File: src/hw/rtl/mpsq_pkg.sv
// Shared types and constants for the matrix power core.
`timescale 1ns / 1ps
package mpsq_pkg;

  localparam int DATA_W = 32;
  localparam int SIZE_W = 4;
  localparam int EXP_W  = 31;

  // Configuration register indexes
  localparam logic CFG_MATRIX_SIZE = 1'b0;
  localparam logic CFG_EXPONENT    = 1'b1;

  // Per-cycle command broadcast to every cell of the chain
  typedef struct packed {
    logic load_base;  // write incoming element into base column
    logic capture;    // latch row of lhs into the pass register
    logic lhs_acc;    // lhs is the accumulator, else the base
    logic step;       // multiply and shift the pass ring
    logic clr_sum;    // clear dot-product sum
    logic wr_scratch; // store sum into scratch row
    logic copy_base;  // scratch row into base row
    logic copy_acc;   // scratch row into accumulator row
    logic init_acc;   // identity row into accumulator row
  } cell_ctl_t;

  typedef enum logic [3:0] {
    S_IDLE,
    S_FILL,
    S_INIT,
    S_DECIDE,
    S_CAP,
    S_STEP,
    S_FLUSH,
    S_WRITE,
    S_COPY,
    S_OUT
  } state_t;

endpackage

File: src/hw/rtl/mpsq_cell.sv
// One column cell: holds a column of base, accumulator and scratch, and a MAC lane.
`timescale 1ns / 1ps
module mpsq_cell import mpsq_pkg::*; #(
  parameter int DIM = 8,
  parameter int COL = 0
) (
  input  logic              clk,
  input  logic              rst,
  input  cell_ctl_t         ctl,
  input  logic [((DIM > 1) ? $clog2(DIM) : 1)-1:0] row,
  input  logic [((DIM > 1) ? $clog2(DIM) : 1)-1:0] nm1,
  input  logic              ld_sel,
  input  logic [DATA_W-1:0] ld_data,
  input  logic [DATA_W-1:0] pass_in,
  output logic [DATA_W-1:0] pass_out,
  output logic [DATA_W-1:0] acc_rd
);

  localparam int RW = (DIM > 1) ? $clog2(DIM) : 1;
  localparam logic [RW-1:0] COL_IDX = RW'(COL);

  logic [DATA_W-1:0] base_mem [DIM];
  logic [DATA_W-1:0] acc_mem  [DIM];
  logic [DATA_W-1:0] scr_mem  [DIM];
  logic [DATA_W-1:0] pass;
  logic [DATA_W-1:0] prod;
  logic [DATA_W-1:0] sum;
  logic              prod_vld;
  logic [RW-1:0]     idx;
  logic [RW-1:0]     rd_addr;
  logic [DATA_W-1:0] base_rd;

  // single base read port: row on capture, ring index while stepping
  assign rd_addr  = ctl.step ? idx : row;
  assign base_rd  = base_mem[rd_addr];
  assign pass_out = pass;
  assign acc_rd   = acc_mem[row];

  // pass ring and its column index
  always_ff @(posedge clk) begin
    if (ctl.capture) begin
      pass <= ctl.lhs_acc ? acc_mem[row] : base_rd;
      idx  <= COL_IDX;
    end else if (ctl.step) begin
      pass <= pass_in;
      idx  <= (idx == nm1) ? '0 : idx + 1'b1;
    end
  end

  // multiply stage
  always_ff @(posedge clk) begin
    if (ctl.step) begin
      prod <= pass * base_rd;
    end
  end

  always_ff @(posedge clk) begin
    if (rst) begin
      prod_vld <= 1'b0;
    end else begin
      prod_vld <= ctl.step;
    end
  end

  // accumulate stage
  always_ff @(posedge clk) begin
    if (ctl.clr_sum) begin
      sum <= '0;
    end else if (prod_vld) begin
      sum <= sum + prod;
    end
  end

  // column storage writes
  always_ff @(posedge clk) begin
    if (ctl.load_base && ld_sel) begin
      base_mem[row] <= ld_data;
    end else if (ctl.copy_base) begin
      base_mem[row] <= scr_mem[row];
    end
    if (ctl.init_acc) begin
      acc_mem[row] <= (row == COL_IDX) ? DATA_W'(1) : '0;
    end else if (ctl.copy_acc) begin
      acc_mem[row] <= scr_mem[row];
    end
    if (ctl.wr_scratch) begin
      scr_mem[row] <= sum;
    end
  end

endmodule

File: config.mk
export PLATFORM = sky130hd
export DESIGN_NAME = mpsq_cell
export DESIGN_NICKNAME = d
export VERILOG_FILES = /design/src/hw/rtl/mpsq_pkg.sv /design/src/hw/rtl/mpsq_cell.sv
export SDC_FILE = /design/constraint.sdc
export NUM_CORES = 2
export LEC_CHECK = 0
export BUFFER_PORTS_ARGS = -buffer_cell sky130_fd_sc_hd__buf_2
export CAP_MARGIN = 20
export CELL_PAD_IN_SITES_DETAIL_PLACEMENT = 0
export CELL_PAD_IN_SITES_GLOBAL_PLACEMENT = 1
export CORE_AREA = 3 3 311 313
export DETAILED_ROUTE_END_ITERATION = 8
export DIE_AREA = 0 0 314 316
export PLACE_DENSITY_LB_ADDON = 0.05
export SLEW_MARGIN = 15
export SYNTH_ARGS = -nofsm -noshare
export SYNTH_HDL_FRONTEND = slang
export SYNTH_SLANG_ARGS = --single-unit
File: constraint.sdc
create_clock -name clk -period 13.73 [get_ports clk]
set_input_delay 2.0595 -clock clk [delete_from_list [all_inputs] [get_ports clk]]
set_output_delay 2.0595 -clock clk [all_outputs]
set_load 0.02 [all_outputs]
==> results.toml <==
[final_layout]
num-fill-cells = 7549
final_cells = 5323
drive_gt1_frac = 0.1102
area_growth_pct = 10.22
multi_input_area_mm2 = 0.02202
layout.nets = 4637
seqCellArea_mm2 = 0.02571

[synth]
synth_nets = 4527
yosys.area_share.simple = 0.1065
syn-instance-count = 3881
syn-cell-area_mm2 = 0.04993
ys_warn_count = 0
synth-seq-cells = 868
synth_edf_count = 832
yosys.area.top_type = "edfxtp_1"
synth_area_leaders = "edfxtp_1 (50%), fa_1 (16%), ha_1 (3.9%), a22oi_1 (3.6%), and2_1 (3.1%)"
synth_top_family_by_area = "adder cells"
synth-compound-area-share = 0.07502
synthFlopType = "edfxtp_1"
synthXorXnorAreaFrac = 0.01817
synth_mux_area_frac = 0.03413
ys_seq_area_frac = 0.5148
synth_fa_ha_area_frac = 0.2028
syn-mean-instance-area_um2 = 12.87
ys_types = 76
yosysTopAreaCellShare = 0.5004
ys_async_sr_fraction = 0

[setup_path]
critical_path_required_ns = 14.18
end_kind = "flop"
slowest_delay_ns = 0.92
rrSetupSlack_ns = 3.69
crit_start = "ctl[5]"
reg2reg_to = "prod[30]$_DFFE_PP_"
critPathLaunchType = "primary input"
cp.arrival_ns = 12.07
worst-setup-path-type = "in2reg"
cpMaxStageDelayCell = "a221oi_2"
crit_fanout = 59
crit_path_end = "prod[30]$_DFFE_PP_"
r2r-start = "idx[1]$_SDFFE_PP0P_"
cpMostUsedCell = "fa_1"
r2r_cells = 31

[run_status]
status = "finished clean"

[timing]
fmaxAchievable_mhz = 86.04
post-route-period-util = 0.8465
rsz0062_at_grt = "no"
min_period_ns = 11.62
worst_slew_pin_slew_ns = 1.265
relSlewSlack = 0.1570
finalClockSkew_ns = 0.05986
maxSlewViolCount = 0
fin_tns_setup_ns = 0
finalSetupViolations = 0
hold_viol = 0
whs_ns = 0.6406

[job]
drv_cap = 0

[cts]
htree_levels = 3
clockBufferDepth = 3
ctsResizeCount = 0
clk_latency_ns = 0.67
cts_root_buf = "clkbuf_16"
cts_sinks = 868
cts_buffers = 86
cts_setup_buffers = 0
hold_buffers = 0
clkTransAtPathRegs_ns = 0.07
cts_tree = "yes"

[placement]
io_buffer_count = 145
dp.cells = 5166
dp_hpwl_um = 101000
gp_congestion = 0.8848

[hold_path]
hold_class = "reg2reg"

[floorplanning]
ios = 146
dieArea_mm2 = 0.09922
start_util = 0.5279
core_mm2 = 0.09459
die_h_um = 316
fp.dieW_um = 314
placement_rows = 113

[detailed_routing]
detail-route-antenna-nets = 0
drt-total-wl_um = 148900
drt_iter0_drc = 3502
drc = 0
num_vias = 31630
wl_per_cell_um = 27.98
dr.pass1.iters = 6
viasPerCell = 5.943

[global_routing]
antenna_found_initial = 16
grt_pass1_vias = 32790
grt_pass1_wl_um = 219200
grt_max_degree = 66
track_usage = 0.3047
overflow = 0
-- synthesized netlist by cell type, types with 11 or more instances --
| library cell | n |
|---|---|
| a21o_1 | 26 |
| nor3b_1 | 12 |
| nor2_1 | 171 |
| clkbuf_1 | 165 |
| edfxtp_1 | 832 |
| o21ai_0 | 40 |
| mux2i_1 | 108 |
| a22oi_1 | 238 |
| buf_1 | 21 |
| inv_1 | 409 |
| xnor2_1 | 78 |
| a21oi_1 | 91 |
| and4_1 | 27 |
| mux4_2 | 13 |
| nand3_1 | 27 |
| ha_1 | 155 |
| nand2b_1 | 32 |
| fa_1 | 409 |
| mux2_2 | 22 |
| nand2_1 | 351 |
| nor3_1 | 18 |
| nor2b_1 | 40 |
| nand4_1 | 38 |
| xor2_1 | 23 |
| dfxtp_1 | 36 |
| a221oi_1 | 11 |
| and3_1 | 55 |
| a21boi_0 | 15 |
| buf_2 | 20 |
| and2_1 | 247 |
-- routing by layer --
layer / vias to the layer above / global-route usage / share of wire
li1: 13740 / - / -
met2: 1314 / 0.4921 / 0.47
met5: - / 0 / 0
met4: 0 / 0.07551 / 0.023
met3: 189 / 0.04935 / 0.082
met1: 16390 / 0.4365 / 0.42
-- worst min path at each step --
stage	from	endpoint	slack, ns	cells past startpoint
detailed placement	prod[0]$_DFFE_PP_	sum[0]$_SDFFE_PP0P_	0.62	3
CTS	sum[22]$_SDFFE_PP0P_	scr_mem[6][22]$_DFFE_PP_	0.64	0
finish	sum[25]$_SDFFE_PP0P_	scr_mem[5][25]$_DFFE_PP_	0.64	0
global placement	prod[0]$_DFFE_PP_	sum[0]$_SDFFE_PP0P_	0.61	3
floorplan	sum[20]$_SDFFE_PP0P_	sum[20]$_SDFFE_PP0P_	0.53	2
global route	sum[22]$_SDFFE_PP0P_	scr_mem[6][22]$_DFFE_PP_	0.64	0
-- state kept, by name (all words and copies together) (netlist names) --
name,cells
acc_mem,256
base_mem,256
scr_mem,256
pass_out,32
prod,32
sum,32
idx,3
prod_vld,1
-- kinds of logic after synthesis --
group	count (synthesis)
fa+ha+maj	564
mux	148
xor+xnor	102
compound gates	525
buf+inv	625
flops	868
simple gates	1049
-- layout by cell type, fill, tap and decap left out, drive strengths merged, types with 78 or more instances in the layout --
cell,instances
edfxtp,832
inv,413
fa,409
nand2,352
and2,247
a22oi,238
buf,237
nor2,173
ha,155
mux2i,110
clkbuf,104
a21oi,91
xnor2,78
-- layout make-up --
type | instances | area share
multi-input cells | 2388 | 0.4000
flip-flops and latches | 868 | 0.4671
clock inverters | 48 | 0.009093
diodes | 3 | 0.0001364
repair buffers | 237 | 0.02623
well taps | 1265 | 0.02876
clock buffers | 104 | 0.04072
inverters | 410 | 0.02796
-- through the flow --
step	cell area (um2)	utilization	setup slack, ns
5_1_grt	55030	0.5818	1.774
6_report	55040	0.5819	2.107
3_5_place_dp	52260	0.5525	1.539
4_1_cts	55000	0.5815	2.213
2_1_floorplan	49930	-	3.311
3_3_place_gp	52260	0.5525	1.687
-- worst max-delay path: cells and delay by family --
kind            cells  cell delay (ns)
fa+ha+maj           9             3.90
simple gates        4             0.83
buf+inv             7             1.54
compound gates     11             2.96
mux                 1             0.67
Power is not shown: default switching activity piles up to over one toggle a cycle in this logic, so the estimate is an artifact.
